**config.mk**
```make
export PLATFORM = sky130hd
export DESIGN_NAME = blf_ctrl
export DESIGN_NICKNAME = d
export VERILOG_FILES = /design/src/sv/bresenham_line_framebuffer_assert.svh /design/src/sv/blf_pkg.sv /design/src/sv/blf_ctrl.sv
export SDC_FILE = /design/constraint.sdc
export NUM_CORES = 1
export LEC_CHECK = 0
export BUFFER_PORTS_ARGS = -buffer_cell sky130_fd_sc_hd__buf_2
export CAP_MARGIN = 0
export CELL_PAD_IN_SITES_DETAIL_PLACEMENT = 0
export CELL_PAD_IN_SITES_GLOBAL_PLACEMENT = 1
export CORE_ASPECT_RATIO = 0.8
export CORE_UTILIZATION = 30
export CTS_BUF_LIST = sky130_fd_sc_hd__clkbuf_2
export CTS_CLUSTER_SIZE = 30
export DETAILED_ROUTE_END_ITERATION = 6
export PLACE_DENSITY_LB_ADDON = 0.05
export SYNTH_ARGS = -nofsm -noshare
export SYNTH_HDL_FRONTEND = slang
export SYNTH_SLANG_ARGS = --single-unit
```
**constraint.sdc**
```tcl
create_clock -name clk -period 2 [get_ports clk]
set_input_delay 0.3 -clock clk [delete_from_list [all_inputs] [get_ports clk]]
set_output_delay 0.3 -clock clk [all_outputs]
set_load 0.05 [all_outputs]
```
**src/sv/bresenham_line_framebuffer_assert.svh**
```systemverilog
// Assertion macros for the line-drawing framebuffer block.
`ifndef BRESENHAM_LINE_FRAMEBUFFER_ASSERT_SVH
`define BRESENHAM_LINE_FRAMEBUFFER_ASSERT_SVH

// same-cycle implication, checked out of reset
`define BLF_ASSERT_NOW(lbl, clk, rst_n, ante, cons) \
	lbl: assert property (@(posedge clk) disable iff (!(rst_n)) (ante) |-> (cons)) \
		else $error("blf assertion failed");

// next-cycle implication, checked out of reset
`define BLF_ASSERT_NEXT(lbl, clk, rst_n, ante, cons) \
	lbl: assert property (@(posedge clk) disable iff (!(rst_n)) (ante) |=> (cons)) \
		else $error("blf assertion failed");

`endif

```
**src/sv/blf_pkg.sv**
```systemverilog
// Types and constants shared by the line-drawing framebuffer modules.
package blf_pkg;

	localparam int FB_DEPTH = 1024;
	localparam int FB_AW    = 10;
	localparam int BYTE_W   = 8;
	localparam int COORD_W  = 9;
	localparam int DIM_W    = 10;
	localparam int ERR_W    = 12;
	localparam int PAT_W    = 2;

	localparam logic FUNC_DRAW = 1'b0;
	localparam logic FUNC_READ = 1'b1;

	localparam logic [PAT_W-1:0] PAT_SET   = 2'd0;
	localparam logic [PAT_W-1:0] PAT_CLEAR = 2'd1;
	localparam logic [PAT_W-1:0] PAT_DOT   = 2'd2;
	localparam logic [PAT_W-1:0] PAT_KEEP  = 2'd3;

	typedef enum logic [6:0] {
		ST_CLEAR = 7'b0000001,
		ST_IDLE  = 7'b0000010,
		ST_READ  = 7'b0000100,
		ST_RWAIT = 7'b0001000,
		ST_PIX   = 7'b0010000,
		ST_WR    = 7'b0100000,
		ST_DONE  = 7'b1000000
	} state_t;

	typedef struct packed {
		logic clr;       // write zero at clear pointer and advance it
		logic load;      // latch the accepted word
		logic rd_byte;   // read framebuffer at latched address
		logic pix_rd;    // read byte holding current pixel
		logic pix_wr;    // write back modified byte
		logic advance;   // one Bresenham step
		logic out_read;  // load output regs with read result
		logic out_draw;  // load output regs with draw result
	} cmd_t;

	typedef struct packed {
		logic clr_last;
		logic at_end;
		logic visible;
	} sts_t;

endpackage

```
**src/sv/blf_ctrl.sv**
```systemverilog
// Controller state machine: clearing pass, command sequencing, output handshake.
module blf_ctrl import blf_pkg::*; (
	input  logic clk,
	input  logic arst_n,
	input  logic in_valid,
	output logic in_stall,
	input  logic func,
	output logic out_valid,
	input  logic out_stall,
	input  sts_t sts,
	output cmd_t cmd
);

	state_t state_q, state_d;
	logic   out_valid_q;
	logic   out_free;
	logic   accept;

	assign out_free = !out_valid_q || !out_stall;
	assign in_stall = (state_q != ST_IDLE);
	assign accept   = in_valid && !in_stall;

	always_comb begin
		state_d = state_q;
		cmd     = '0;
		unique case (state_q)
			ST_CLEAR: begin
				cmd.clr = 1'b1;
				if (sts.clr_last) begin
					state_d = ST_IDLE;
				end
			end
			ST_IDLE: begin
				if (accept) begin
					cmd.load = 1'b1;
					state_d  = (func == FUNC_READ) ? ST_READ : ST_PIX;
				end
			end
			ST_READ: begin
				cmd.rd_byte = 1'b1;
				state_d     = ST_RWAIT;
			end
			ST_RWAIT: begin
				// RAM read data holds until the next read, so waiting is safe
				if (out_free) begin
					cmd.out_read = 1'b1;
					state_d      = ST_IDLE;
				end
			end
			ST_PIX: begin
				priority if (sts.visible) begin
					cmd.pix_rd = 1'b1;
					state_d    = ST_WR;
				end else if (sts.at_end) begin
					state_d = ST_DONE;
				end else begin
					cmd.advance = 1'b1;
				end
			end
			ST_WR: begin
				cmd.pix_wr = 1'b1;
				if (sts.at_end) begin
					state_d = ST_DONE;
				end else begin
					cmd.advance = 1'b1;
					state_d     = ST_PIX;
				end
			end
			ST_DONE: begin
				if (out_free) begin
					cmd.out_draw = 1'b1;
					state_d      = ST_IDLE;
				end
			end
			default: begin
				state_d = ST_CLEAR;
			end
		endcase
	end

	always_ff @(posedge clk or negedge arst_n) begin
		if (!arst_n) begin
			state_q     <= ST_CLEAR;
			out_valid_q <= 1'b0;
		end else begin
			state_q <= state_d;
			priority if (cmd.out_read || cmd.out_draw) begin
				out_valid_q <= 1'b1;
			end else if (!out_stall) begin
				out_valid_q <= 1'b0;
			end
		end
	end

	assign out_valid = out_valid_q;

endmodule

```
# Word level (Yosys, flattened, before mapping)
# Index checks and enable logic that the tools add are counted.
[totals] reg_bits=8 latch_bits=0 ram_bits=0 romBits=0 in_bits=8 mem_count=0
[classes] add_sub_neg=0 mul=0 n_div=0 magnitude_cmp=0 n_eq_ne=13 n_shift=0 n_mux=23 bitwise=0 reduce_logical=8
[op_table] op="2-to-1 mux 7 bit" n=6
[op_table] op="one-hot mux 7 bit (6 select lines)" n=1
[op_table] op="2-to-1 mux 1 bit" n=14
[op_table] op="equality test 7 x 1 -> 1 bit, second input constant" n=1
[op_table] op="equality test 7 x 2 -> 1 bit, second input constant" n=1
[op_table] op="equality test 7 x 3 -> 1 bit, second input constant" n=1
[op_table] op="equality test 7 x 4 -> 1 bit, second input constant" n=1
[op_table] op="equality test 7 x 5 -> 1 bit, second input constant" n=1
[op_table] op="equality test 7 x 6 -> 1 bit, second input constant" n=1
[op_table] op="equality test 7 bit, second input constant" n=1
[op_table] op="!= test 7 x 2 -> 1 bit, second input constant" n=1
[op_table] op="2-to-1 mux 5 bit" n=1
[op_table] op="!= test 2 x 1 -> 1 bit, second input constant" n=2
[op_table] op="!= test 2 bit, second input constant" n=2
[op_table] op="AND reduction 4 bit" n=1
[op_table] op="zero test 1 bit" n=3
[op_table] op="!= test 3 bit, second input constant" n=1
[op_table] op="logical OR 1 bit" n=2
[op_table] op="one-hot mux 1 bit (2 select lines)" n=1
[op_table] op="OR reduction 2 bit" n=1
[op_table] op="logical AND 1 bit" n=1

# Logic depth before layout (Yosys ltp)
[logic_depth] ltp_word=6 mapped_depth=5

# Least setup slack after synthesis
# Ideal clock, no wire load.
[synth_timing] path_kind="register to output" startpoint="reg state_q[6]" endpoint="out cmd[6] (netlist bit)" arrival_ps=2257 required_time_ps=1700 setup_slack_ps=-557 path_stages_with_launch=5 cell_sequence="dfrtp_1 > buf_6 > nor3_4 > nand4b_1 > nor2_1"
[synth_lines] element="start, declared" line_no="blf_ctrl.sv:14" source="state_t state_q, state_d;"
[synth_lines] element="start signal, assigned" line_no="blf_ctrl.sv:86" source="state_q <= state_d;"
[synth_lines] element="end, declared" line_no="blf_ctrl.sv:11" source="output cmd_t cmd"

==> results.cfg <==
[run_status]
outcome = completed

[detailed_routing]
ant_nets = 0
drt_wl_total_um = 1450
via_count = 547
dr.pass1.iters = 4
drc = 0
via_per_inst = 5.06
drt-initial-drc-count = 16
routedWlPerCell_um = 13.4

[floorplanning]
die_x_um = 51.5
fp.dieArea_mm2 = 0.00214
die_y_um = 41.6
io_pins = 18
core_region_area_mm2 = 0.00172
initial_core_util_pct = 34.1
rows = 13

[sta]
setup_viol = 0
maxSlewViolCount = 0
whs_ps = 186
fin_crit_sh_pct = 97.9
skew_ps = 7.29
rsz0062_at_grt = yes
period_minus_slack_ps = 1960
final-hold-violation-count = 0
relSlewSlack_pct = 79.7
max_clock_freq_ghz = 0.511
tightestPinTransition_ps = 303
tns_ps = 0

[cts]
cts_buffer_depth = 2
cts_root_buf = clkbuf_2
clkTransAtPathRegs_ps = 90
htree_levels = 1
clk_latency_ps = 260
cts_sinks = 8
cts_buffers = 3
tritoncts = yes

[yosys]
synth_area_um2 = 588
ys_async_sr_fraction_pct = 100
avgSynthCellArea_um2 = 9.97
synth_edf_count = 0
synth_flop_cell = dfrtp_1
ys_ff_latch = 8
yosysWarnings = 0
seq_area_frac_synth_pct = 34.3
synthCells = 59
syn-num-nets = 67
yosysUniqueCellTypes = 33

[worst_setup_path]
crit_buf_inv = 1
crit_slowest_cell = dfrtp_1
worstPathCellList = nor3_4, nand2_2, o31ai_2, buf_6
r2r_start = state_q[3]$_DFFE_PN0P_
crit_fanout = 7
start_kind = flop
r2r_slack_ps = 240
critPathTopFamily = simple AND/OR/NAND/NOR gates
reg2reg_to = state_q[6]$_DFFE_PN0P_
crit_arrival_ps = 1660
reg2reg_depth = 6
cpPeakStageDelay_ps = 430
worstPathRequired_ps = 1700
cp-end-kind = output pin
crit_type = reg -> out

[pwr]
powerDensity_mw_per_mm2 = 995
p_total_mw = 0.808
irDropWorstVdd_v = 0.000606
p_leak_nw = 0.390

[min_path]
hold_end = state_q[0]$_DFFE_PN1P_
min_from = sts[2]
hold_depth = 2
hold_path.class = in -> reg

[finish]
nFillCells = 197
multi_input_area_um2 = 379
syn_to_final_growth_pct = 38.1
final_nets = 95
antenna_cells = 0
seq_area_um2 = 203
drive_gt1_share_pct = 50.0

[grt]
grt_most_used_layer = met1
grt_overflow = 0
grt.total_usage_pct = 14.7
antenna_found_initial = 0
grt_pass1_vias = 475
grtUsageMet2_pct = 17.1
grtUsageMet1_pct = 22.3
grt_max_degree = 9
grt_pass1_wl_um = 2210
grt_use_met3_pct = 6.59

[placed_design]
gp_congestion = 0.856
io_buffer_count = 17
dp_hpwl_um = 1070

[job]
drv_cap = 0
==> cells in the mapped netlist, types with 2 or more instances <==
cell type  n  area, µm²
o21ai_0    2       10.0
a21oi_1    2       10.0
nor3b_1    4       30.0
nor2b_1    2       12.5
dfrtp_1    7        175
o211ai_1   2       15.0
nor2_1     6       22.5
nand3b_1   2       15.0
nand2b_1   2       12.5
nand2_1    3       11.3
and4_1     2       17.5
inv_1      3       11.3
xor2_1     2       17.5
==> state kept, by name (all words and copies together) (netlist names) <==
name and count:
state_q 7, out_valid 1
==> where the power goes <==
group	leakage, nW	switching [mW]	internal (mW)	total [mW]
logic	0.269	0.257	0.179	0.437
clock network	0.0166	0.0669	0.0531	0.120
registers	0.104	0.0540	0.197	0.251
total	0.390	0.378	0.430	0.808
==> worst max-delay path by stage <==
| stage | cells past startpoint | slack, ps | startpoint | end |
|---|---|---|---|---|
| after floorplan | 3 | -370 | out_valid$_DFFE_PN0P_ | cmd[1] |
| after global placement | 4 | 240 | state_q[2]$_DFFE_PN0P_ | cmd[6] |
| after detailed placement | 4 | 250 | state_q[2]$_DFFE_PN0P_ | cmd[6] |
| after CTS | 4 | 10 | state_q[2]$_DFFE_PN0P_ | cmd[2] |
| after global routing | 4 | -50 | state_q[6]$_DFFE_PN0P_ | cmd[2] |
| final | 4 | 40 | state_q[3]$_DFFE_PN0P_ | cmd[2] |
==> timing repair <==
action	4_1_cts	5_1_grt
endpoints found under the hold margin	7	0
setup buffers	2	2
setup endpoints to repair	4	6
resized for setup	3	10
hold buffers	1	0
gates cloned	0	0
pin swaps	1	6
==> through the flow <==
stage | utilization (%) | cell area (µm²) | instances | setup WS, ps
after global routing | 47.1 | 812 | 108 | -51.3
after floorplan | - | 596 | 59 | -372
after CTS | 44.5 | 767 | 106 | 14.9
final | 47.1 | 812 | 108 | 41.7
after detailed placement | 41.4 | 714 | 99 | 251
after global placement | 41.4 | 714 | 99 | 237
==> layer usage <==
layer	vias to the layer above	part of all wire [%]
li1	271	-
met4	0	1.6
met3	4	5.3
met5	-	0
met1	257	53
met2	15	40
==> cell families after synthesis <==
| logic type | share of synthesized area, % |
|---|---|
| flops | 34.3 |
| buf+inv | 4.68 |
| xor+xnor | 2.98 |
| mux | 4.25 |
| simple gates | 37.0 |
| compound gates | 16.8 |
==> cell type report <==
type	instances	area share (%)
flip-flops and latches	8	25.0
multi-input cells	46	46.7
inverters	3	1.39
clock buffers	4	2.47
repair buffers	25	21.1
well taps	22	3.39
==> placed cells by master (no fill, tap or decap), types with 3 or more instances in the layout <==
cell type / netlist / routed
buf_2: 1 / 12
buf_4: 0 / 8
buf_6: 1 / 3
clkbuf_2: 0 / 4
dfrtp_1: 7 / 6
inv_1: 3 / 3
nor2_1: 6 / 5
Note: power is estimated with default switching activity, not from simulation.
