$ cat src/sv/bresenham_line_framebuffer_assert.svh
// Assertion macros for the line-drawing framebuffer block.
`ifndef BRESENHAM_LINE_FRAMEBUFFER_ASSERT_SVH
`define BRESENHAM_LINE_FRAMEBUFFER_ASSERT_SVH

// same-cycle implication, checked out of reset
`define BLF_ASSERT_NOW(lbl, clk, rst_n, ante, cons) \
	lbl: assert property (@(posedge clk) disable iff (!(rst_n)) (ante) |-> (cons)) \
		else $error("blf assertion failed");

// next-cycle implication, checked out of reset
`define BLF_ASSERT_NEXT(lbl, clk, rst_n, ante, cons) \
	lbl: assert property (@(posedge clk) disable iff (!(rst_n)) (ante) |=> (cons)) \
		else $error("blf assertion failed");

`endif

$ cat src/sv/blf_pkg.sv
// Types and constants shared by the line-drawing framebuffer modules.
package blf_pkg;

	localparam int FB_DEPTH = 1024;
	localparam int FB_AW    = 10;
	localparam int BYTE_W   = 8;
	localparam int COORD_W  = 9;
	localparam int DIM_W    = 10;
	localparam int ERR_W    = 12;
	localparam int PAT_W    = 2;

	localparam logic FUNC_DRAW = 1'b0;
	localparam logic FUNC_READ = 1'b1;

	localparam logic [PAT_W-1:0] PAT_SET   = 2'd0;
	localparam logic [PAT_W-1:0] PAT_CLEAR = 2'd1;
	localparam logic [PAT_W-1:0] PAT_DOT   = 2'd2;
	localparam logic [PAT_W-1:0] PAT_KEEP  = 2'd3;

	typedef enum logic [6:0] {
		ST_CLEAR = 7'b0000001,
		ST_IDLE  = 7'b0000010,
		ST_READ  = 7'b0000100,
		ST_RWAIT = 7'b0001000,
		ST_PIX   = 7'b0010000,
		ST_WR    = 7'b0100000,
		ST_DONE  = 7'b1000000
	} state_t;

	typedef struct packed {
		logic clr;       // write zero at clear pointer and advance it
		logic load;      // latch the accepted word
		logic rd_byte;   // read framebuffer at latched address
		logic pix_rd;    // read byte holding current pixel
		logic pix_wr;    // write back modified byte
		logic advance;   // one Bresenham step
		logic out_read;  // load output regs with read result
		logic out_draw;  // load output regs with draw result
	} cmd_t;

	typedef struct packed {
		logic clr_last;
		logic at_end;
		logic visible;
	} sts_t;

endpackage

$ cat src/sv/blf_datapath.sv
// Datapath: Bresenham stepper, pixel read-modify-write, clear pointer, output regs.
module blf_datapath import blf_pkg::*; #(
	parameter int SCREEN_WIDTH  = 96,
	parameter int SCREEN_HEIGHT = 64,
	parameter int ROW_BYTES     = 16
) (
	input  logic                      clk,
	input  logic                      arst_n,
	input  cmd_t                      cmd,
	output sts_t                      sts,
	input  logic signed [COORD_W-1:0] start_x,
	input  logic signed [COORD_W-1:0] start_y,
	input  logic signed [COORD_W-1:0] end_x,
	input  logic signed [COORD_W-1:0] end_y,
	input  logic [PAT_W-1:0]          pattern,
	input  logic [FB_AW-1:0]          read_addr,
	output logic [BYTE_W-1:0]         read_data,
	output logic [DIM_W-1:0]          pixel_count,
	output logic                      ram_we,
	output logic [FB_AW-1:0]          ram_waddr,
	output logic [BYTE_W-1:0]         ram_wdata,
	output logic                      ram_re,
	output logic [FB_AW-1:0]          ram_raddr,
	input  logic [BYTE_W-1:0]         ram_rdata
);

	logic signed [COORD_W-1:0] x_q, y_q, xe_q, ye_q;
	logic [DIM_W-1:0]          dx_q, dy_q, step_q;
	logic                      sx_neg_q, sy_neg_q;
	logic signed [ERR_W-1:0]   err_q;
	logic [PAT_W-1:0]          pat_q;
	logic [FB_AW-1:0]          addr_q, clr_q;
	logic [BYTE_W-1:0]         read_data_q;
	logic [DIM_W-1:0]          pixel_count_q;

	logic signed [DIM_W-1:0]   ddx, ddy;
	logic [DIM_W-1:0]          dx_n, dy_n;
	logic signed [ERR_W-1:0]   err_init;
	logic signed [ERR_W:0]     e2, ndy, pdx;
	logic                      mv_x, mv_y;
	logic signed [ERR_W-1:0]   err_n;
	logic                      on_screen, pix_on;
	logic [FB_AW-1:0]          pix_addr;
	logic [BYTE_W-1:0]         pix_mask;

	// set-up: absolute deltas and initial error term
	assign ddx      = DIM_W'(end_x) - DIM_W'(start_x);
	assign ddy      = DIM_W'(end_y) - DIM_W'(start_y);
	assign dx_n     = ddx[DIM_W-1] ? DIM_W'(-ddx) : DIM_W'(ddx);
	assign dy_n     = ddy[DIM_W-1] ? DIM_W'(-ddy) : DIM_W'(ddy);
	assign err_init = $signed({{(ERR_W-DIM_W){1'b0}}, dx_n})
		- $signed({{(ERR_W-DIM_W){1'b0}}, dy_n});

	// one step
	assign e2    = {err_q, 1'b0};
	assign ndy   = -$signed({{(ERR_W+1-DIM_W){1'b0}}, dy_q});
	assign pdx   = $signed({{(ERR_W+1-DIM_W){1'b0}}, dx_q});
	assign mv_x  = e2 > ndy;
	assign mv_y  = e2 < pdx;
	assign err_n = err_q
		- (mv_x ? $signed({{(ERR_W-DIM_W){1'b0}}, dy_q}) : ERR_W'(0))
		+ (mv_y ? $signed({{(ERR_W-DIM_W){1'b0}}, dx_q}) : ERR_W'(0));

	assign on_screen = !x_q[COORD_W-1] && !y_q[COORD_W-1]
		&& ({1'b0, x_q[COORD_W-2:0]} < COORD_W'(SCREEN_WIDTH))
		&& ({1'b0, y_q[COORD_W-2:0]} < COORD_W'(SCREEN_HEIGHT));

	assign pix_addr = FB_AW'(x_q[COORD_W-2:3]) + FB_AW'(y_q[5:0] * ROW_BYTES);
	assign pix_mask = BYTE_W'(1) << x_q[2:0];

	always_comb begin
		unique case (pat_q)
			PAT_SET:   pix_on = 1'b1;
			PAT_CLEAR: pix_on = 1'b0;
			PAT_DOT:   pix_on = step_q[0];
			default:   pix_on = 1'b0;
		endcase
	end

	assign sts.clr_last = (clr_q == FB_AW'(FB_DEPTH - 1));
	assign sts.at_end   = (x_q == xe_q) && (y_q == ye_q);
	assign sts.visible  = on_screen && (pat_q != PAT_KEEP);

	// framebuffer port steering
	assign ram_we    = cmd.clr || cmd.pix_wr;
	assign ram_waddr = cmd.clr ? clr_q : pix_addr;
	assign ram_wdata = cmd.clr ? BYTE_W'(0)
		: (pix_on ? (ram_rdata | pix_mask) : (ram_rdata & ~pix_mask));
	assign ram_re    = cmd.rd_byte || cmd.pix_rd;
	assign ram_raddr = cmd.rd_byte ? addr_q : pix_addr;

	always_ff @(posedge clk or negedge arst_n) begin
		if (!arst_n) begin
			clr_q <= '0;
		end else if (cmd.clr) begin
			clr_q <= clr_q + FB_AW'(1);
		end
	end

	always_ff @(posedge clk) begin
		if (cmd.load) begin
			x_q      <= start_x;
			y_q      <= start_y;
			xe_q     <= end_x;
			ye_q     <= end_y;
			dx_q     <= dx_n;
			dy_q     <= dy_n;
			sx_neg_q <= !(start_x < end_x);
			sy_neg_q <= !(start_y < end_y);
			err_q    <= err_init;
			step_q   <= '0;
			pat_q    <= pattern;
			addr_q   <= read_addr;
		end else if (cmd.advance) begin
			err_q  <= err_n;
			step_q <= step_q + DIM_W'(1);
			if (mv_x) begin
				x_q <= sx_neg_q ? x_q - COORD_W'(1) : x_q + COORD_W'(1);
			end
			if (mv_y) begin
				y_q <= sy_neg_q ? y_q - COORD_W'(1) : y_q + COORD_W'(1);
			end
		end
		if (cmd.out_read) begin
			read_data_q   <= ram_rdata;
			pixel_count_q <= '0;
		end else if (cmd.out_draw) begin
			read_data_q   <= '0;
			pixel_count_q <= step_q + DIM_W'(1);
		end
	end

	assign read_data   = read_data_q;
	assign pixel_count = pixel_count_q;

endmodule
$ cat config.mk
export PLATFORM = sky130hd
export DESIGN_NAME = blf_datapath
export DESIGN_NICKNAME = d
export VERILOG_FILES = /design/src/sv/bresenham_line_framebuffer_assert.svh /design/src/sv/blf_pkg.sv /design/src/sv/blf_datapath.sv
export SDC_FILE = /design/constraint.sdc
export NUM_CORES = 1
export LEC_CHECK = 0
export ABC_AREA = 1
export BUFFER_PORTS_ARGS = -buffer_cell sky130_fd_sc_hd__clkbuf_2
export CAP_MARGIN = 20
export CORE_MARGIN = 5
export CORE_UTILIZATION = 54
export CTS_BUF_LIST = sky130_fd_sc_hd__clkbuf_8 sky130_fd_sc_hd__clkbuf_16
export DETAILED_ROUTE_END_ITERATION = 16
export PLACE_DENSITY = 0.78
export SLEW_MARGIN = 25
export SYNTH_ARGS = -nofsm -noshare
export SYNTH_HDL_FRONTEND = slang
export SYNTH_SLANG_ARGS = --single-unit
export TNS_END_PERCENT = 10
$ cat constraint.sdc
create_clock -name clk -period 4.5 [get_ports clk]
set_input_delay 0.675 -clock clk [delete_from_list [all_inputs] [get_ports clk]]
set_output_delay 0.675 -clock clk [all_outputs]
set_load 0.01 [all_outputs]
# Yosys cells after proc, flatten, opt, wreduce, memory -nomap -nowiden
# Index checks and enable logic that the tools add are counted.
[totals]
wordCells = 84
input_bits = 66
reg_bits = 120
out_inout_bits = 51
[op_classes]
n_lt_le_gt_ge = 6
n_eq_ne = 5
add_sub_neg = 15
bitwise_logic = 3
reduce_logical = 18
mux = 21
shift = 1
[ops]
columns = ["op", "n"]
rows = [
  ["$mux W9", 8],
  ["$mux W10", 6],
  ["$mux W8", 4],
  ["$mux W12", 2],
  ["$add A10 B1 Y10 const B", 2],
  ["$neg A10 Y10", 2],
  ["$sub A9 B9 Y10", 2],
  ["$add A9 B2 Y9 const B", 2],
  ["$eq A9 B9 Y1", 2],
  ["$lt A9 B9 Y1", 2],
  ["$sub A9 B2 Y9 const B", 2],
  ["$lt A8 B7 Y1 const B", 2],
  ["$gt A13 B13 Y1", 1],
  ["$lt A13 B11 Y1", 1],
  ["$neg A10 Y13", 1],
  ["$add A12 B11 Y12", 1],
  ["$sub A12 B11 Y12", 1],
  ["$sub A10 B10 Y11", 1],
  ["$add A5 B10 Y10", 1],
  ["$eq A10 B10 Y1 const B", 1],
  ["$and A8 B8 Y8", 1],
  ["$not A8 Y8", 1],
  ["$or A8 B8 Y8", 1],
  ["$reduce_bool A2 Y1", 4],
  ["other kinds (9)", 18],
]

# Longest topological paths before layout
[logic_depth]
ltp_word = 7
mapped_depth = 29
ltp_nobuf = 29

# Least setup slack after synthesis
# No wires, ideal clock.
[synth_timing]
path_type = "reg2reg"
from = "register dy_q[2]"
to = "register err_q[8] (data pin)"
path_buffers = 0
slack_ps = 306
path_stages_with_launch = 23
required_time_ps = 4237
setup_time_ps = 263
synth_period_minus_slack_ps = 4194
arrival_time_ps = 3931
cell_sequence = "edfxtp_1 nor3_1 nand3_1 nor3_1 nand3_1 xor2_1 ha_1 nand4_1 nor2_1 nand2_1 nand2_1 nand2_1 nand3_1 nor2_1 fa_1 inv_1 fa_1 a21oi_1 o21ai_0 nand2_1 nand2_1 o21ai_0 o21ai_0"
[synth_between]
elab_chain_len = 7
[synth_rtl]
columns = ["element", "line_no", "source"]
rows = [
  ["start, declared", "blf_datapath.sv:28", "logic [DIM_W-1:0] dx_q, dy_q, step_q;"],
  ["start signal, assigned", "blf_datapath.sv:107", "dy_q <= dy_n;"],
  ["$neg A10 Y13", "blf_datapath.sv:56", "assign ndy = -$signed({{(ERR_W+1-DIM_W){1'b0}}, dy_q});"],
  ["$gt A13 B13 Y1", "blf_datapath.sv:58", "assign mv_x = e2 > ndy;"],
  ["$mux W10 *", "blf_datapath.sv:61", "- (mv_x ? $signed({{(ERR_W-DIM_W){1'b0}}, dy_q}) : ERR_W'(0))"],
  ["$sub A12 B11 Y12 *", "blf_datapath.sv:61", ""],
  ["$add A12 B11 Y12 *", "blf_datapath.sv:62", "+ (mv_y ? $signed({{(ERR_W-DIM_W){1'b0}}, dx_q}) : ERR_W'(0));"],
  ["$mux W12 *", "blf_datapath.sv:114", "end else if (cmd.advance) begin"],
  ["$mux W12 *", "blf_datapath.sv:101", "if (cmd.load) begin"],
  ["end signal, assigned", "blf_datapath.sv:110", "err_q <= err_init;"],
  ["end signal, assigned", "blf_datapath.sv:115", "err_q <= err_n;"],
  ["end, declared", "blf_datapath.sv:30", "logic signed [ERR_W-1:0] err_q;"],
]
# Every way passes the cells marked *; elsewhere a longest branch is shown, timed or not. The select of a mux whose other input is x is not followed.
# A chain may end at the register's enable or synchronous reset.

# Final worst setup path
[layout_timing]
from = "register dy_q[0]"
to = "register err_q[11] (data pin)"
# Same word-level chain as after synthesis.

==> flow_metrics.py <==
metrics = {
    "clocking": {
        "clkTransAtPathRegs_ns": 0.06,
        "worstSkewPairLatency_ns": 0.42,
        "cts_buffers": 17,
        "h-tree-depth": 4,
        "cts.path.max_buffers": 2,
        "cts.sinks": 120,
        "cts_tree": "done",
        "cts_hold_buf": 0,
        "cts-root-buf": "clkbuf_16",
    },
    "setup_path": {
        "worstRegToRegCells": 29,
        "slowest_delay_ns": 0.56,
        "slowest_stage": "fa_1",
        "crit_arrival_ns": 4.63,
        "setup.worst_path.start": "dy_q[0]",
        "crit_family": "simple AND/OR/NAND/NOR gates",
        "cp-end-kind": "register",
        "path_max_fanout": 6,
        "start_kind": "register",
        "rr_endpoint": "err_q[11]",
        "crit_buf_inv": 5,
        "crit_type": "register to register",
        "worst-r2r-setup-slack_ns": 0.05,
        "r2r-start": "dy_q[0]",
        "crit_path_frequent_cell": "nand2_1",
        "cp.required_ns": 4.68,
    },
    "route": {
        "drt-total-wl_um": 24200,
        "drc_errors": 0,
        "ant_nets": 0,
        "detail_route.wl_per_cell_um": 15.2,
        "firstDrtPassIters": 5,
        "drt-initial-drc-count": 732,
        "avgViaCountPerCell": 5.36,
        "via_count": 8532,
    },
    "logic_synthesis": {
        "async_reset_ff_share_pct": 8.33,
        "synth_cell_types": 43,
        "synthesis.area_per_instance_um2": 7.71,
        "ys_seq_elements": 120,
        "yosys_most_used_dff": "edfxtp_1",
        "synth_top_area_share_pct": 28.6,
        "synth_edf_count": 90,
        "synthTopCellsByArea": "edfxtp_1 (29%), ha_1 (11%), nand2_1 (11%)",
        "yosys.area.top_type": "edfxtp_1",
        "ys_seq_area_share_pct": 35.5,
        "syn_inst": 1224,
        "synth_nets": 1390,
        "synth_area_mm2": 0.00944,
        "yosysWarnings": 0,
    },
    "placement": {
        "place_congestion": 0.919,
        "port_buffers": 116,
        "place_area_mm2": 0.0103,
        "dp_hpwl_um": 18600,
        "place_ws_ns": -0.0479,
    },
    "flow_run": {
        "maxCapViolCount": 0,
    },
    "timing": {
        "worst_pin_slew_ns": 0.879,
        "rsz0062_at_grt": "true",
        "slew_violations": 0,
        "fin_crit_sh_pct": 98.9,
        "fin_skew_ns": 0.0125,
        "finalHoldViolations": 0,
        "setup_viol": 0,
        "fmax_mhz": 225,
        "finalCriticalPeriod_ns": 4.45,
        "hold_ws_ns": 0.114,
        "finalWorstSetupSlack_ns": 0.0492,
        "relSlewSlack_pct": 41.2,
    },
    "grt": {
        "first_global_vias": 8047,
        "grt_util_all_layers_pct": 23.6,
        "grt_start_max_net_pins": 54,
        "grt_pass1_wl_um": 38500,
        "grt.overflow.total": 0,
        "antenna_found_initial": 0,
    },
    "floorplan": {
        "io_pins": 117,
        "initial_core_util_pct": 54.8,
        "die_w_um": 142,
        "dieHeight_um": 142,
        "die_area_mm2": 0.0202,
        "core-area_mm2": 0.0172,
        "placementRows": 48,
    },
    "finish": {
        "nNetsFinal": 1520,
        "fillCellCount": 1400,
        "areaGrowthSynthToFinish_pct": 18.1,
        "num_antenna_cells": 0,
        "fin_area_mm2": 0.0112,
        "layout-drive-gt1-share_pct": 19.2,
    },
    "status": {
        "outcome": "complete, no violations",
    },
    "pwr": {
        "design_power_total_uw": 7710,
        "ir_drop_uv": 459,
        "power_leakage_uw": 0.00562,
        "p_per_area_mw_per_mm2": 692,
    },
    "worst_hold_path": {
        "hp-class": "primary input to asynchronous set/reset pin",
    },
}
routing by layer:
layer	track usage, %	wire, µm	vias up
met1	30.2	10000	3896
met5	0	0	-
li1	-	-	4267
met2	40.6	12000	304
met3	3.33	1540	65
met4	8.84	689	0
flip-flops by register name, summed over array words and instances, names as in the netlist:
| signal | cells |
|---|---|
| err_q | 12 |
| addr_q | 10 |
| clr_q | 10 |
| dx_q | 10 |
| dy_q | 10 |
| pixel_count | 10 |
| step_q | 10 |
| x_q | 9 |
| xe_q | 9 |
| y_q | 9 |
| ye_q | 9 |
| read_data | 8 |
| pat_q | 2 |
| sx_neg_q | 1 |
| sy_neg_q | 1 |
kinds of logic after synthesis:
family                   synth area share [%]
AND/OR/NAND/NOR                          24.8
buffers and inverters                    10.1
AO/OA/AOI/OAI                            9.70
flip-flops                               35.5
adder cells (fa/ha/maj)                  14.5
XOR/XNOR                                 5.36
multiplexers                            0.119
power by group:
| part | leakage (µW) | internal [µW] | switching [µW] |
|---|---|---|---|
| clock network | 0.000300 | 810 | 491 |
| logic | 0.00415 | 1920 | 2720 |
| registers | 0.00117 | 1520 | 249 |
| total | 0.00562 | 4250 | 3460 |
cells in the final DEF, fill, tap and decap left out, types with 12 or more instances in the layout:
cell type / instances
nand2_1: 278
inv_1: 213
clkbuf_2: 115
nand3_1: 94
edfxtp_1: 90
ha_1: 75
o21ai_0: 69
nor2_1: 58
a21oi_1: 57
xor2_1: 43
dfxtp_1: 20
clkbuf_16: 19
nand4_1: 18
nand2_2: 16
inv_2: 15
buf_4: 15
fa_1: 14
or2_2: 13
nor2_2: 12
stage by stage:
stage / util (%) / instances / TNS [ns]
floorplan: - / 1224 / 0
global placement: 59.7 / 1556 / 0
detailed placement: 59.7 / 1556 / -0.0630
CTS: 63.1 / 1588 / 0
global route: 64.7 / 1592 / -1.02
finish: 64.7 / 1592 / 0
worst max path at each step:
stage                     end  depth (start not counted)
floorplan            err_q[8]                         22
global placement    err_q[11]                         27
detailed placement  err_q[11]                         27
CTS                 err_q[11]                         27
global route        err_q[11]                         29
finish              err_q[11]                         29
Yosys cell counts (all sizes together) (6+ instances only):
cell type / n
inv: 227
a31oi: 6
nand4: 18
o21ai: 80
or2: 13
dfxtp: 20
nor2: 71
o22ai: 8
edfxtp: 90
ha: 85
nand2: 297
nand3: 103
clkbuf: 16
fa: 15
a21oi: 64
a21o: 6
xor2: 45
dfrtp: 10
xnor2: 11
nor3: 17
final cells by class:
| cell class | count | area [µm²] | area share (%) |
|---|---|---|---|
| multi-input combinational | 856 | 5380 | 48.2 |
| clock buffer | 22 | 517 | 4.63 |
| sequential | 120 | 3350 | 30.1 |
| clock inverter | 10 | 58.8 | 0.527 |
| timing repair buffer | 132 | 711 | 6.37 |
| inverter | 227 | 852 | 7.64 |
| tap | 225 | 282 | 2.52 |
what timing repair did:
action | CTS | global route
pin swaps | 0 | 12
gates cloned | 0 | 1
gates resized for setup | 2 | 61
endpoints found under the setup margin | 3 | 10
buffers inserted | 0 | 3
Power figures use the tool's default switching activity.
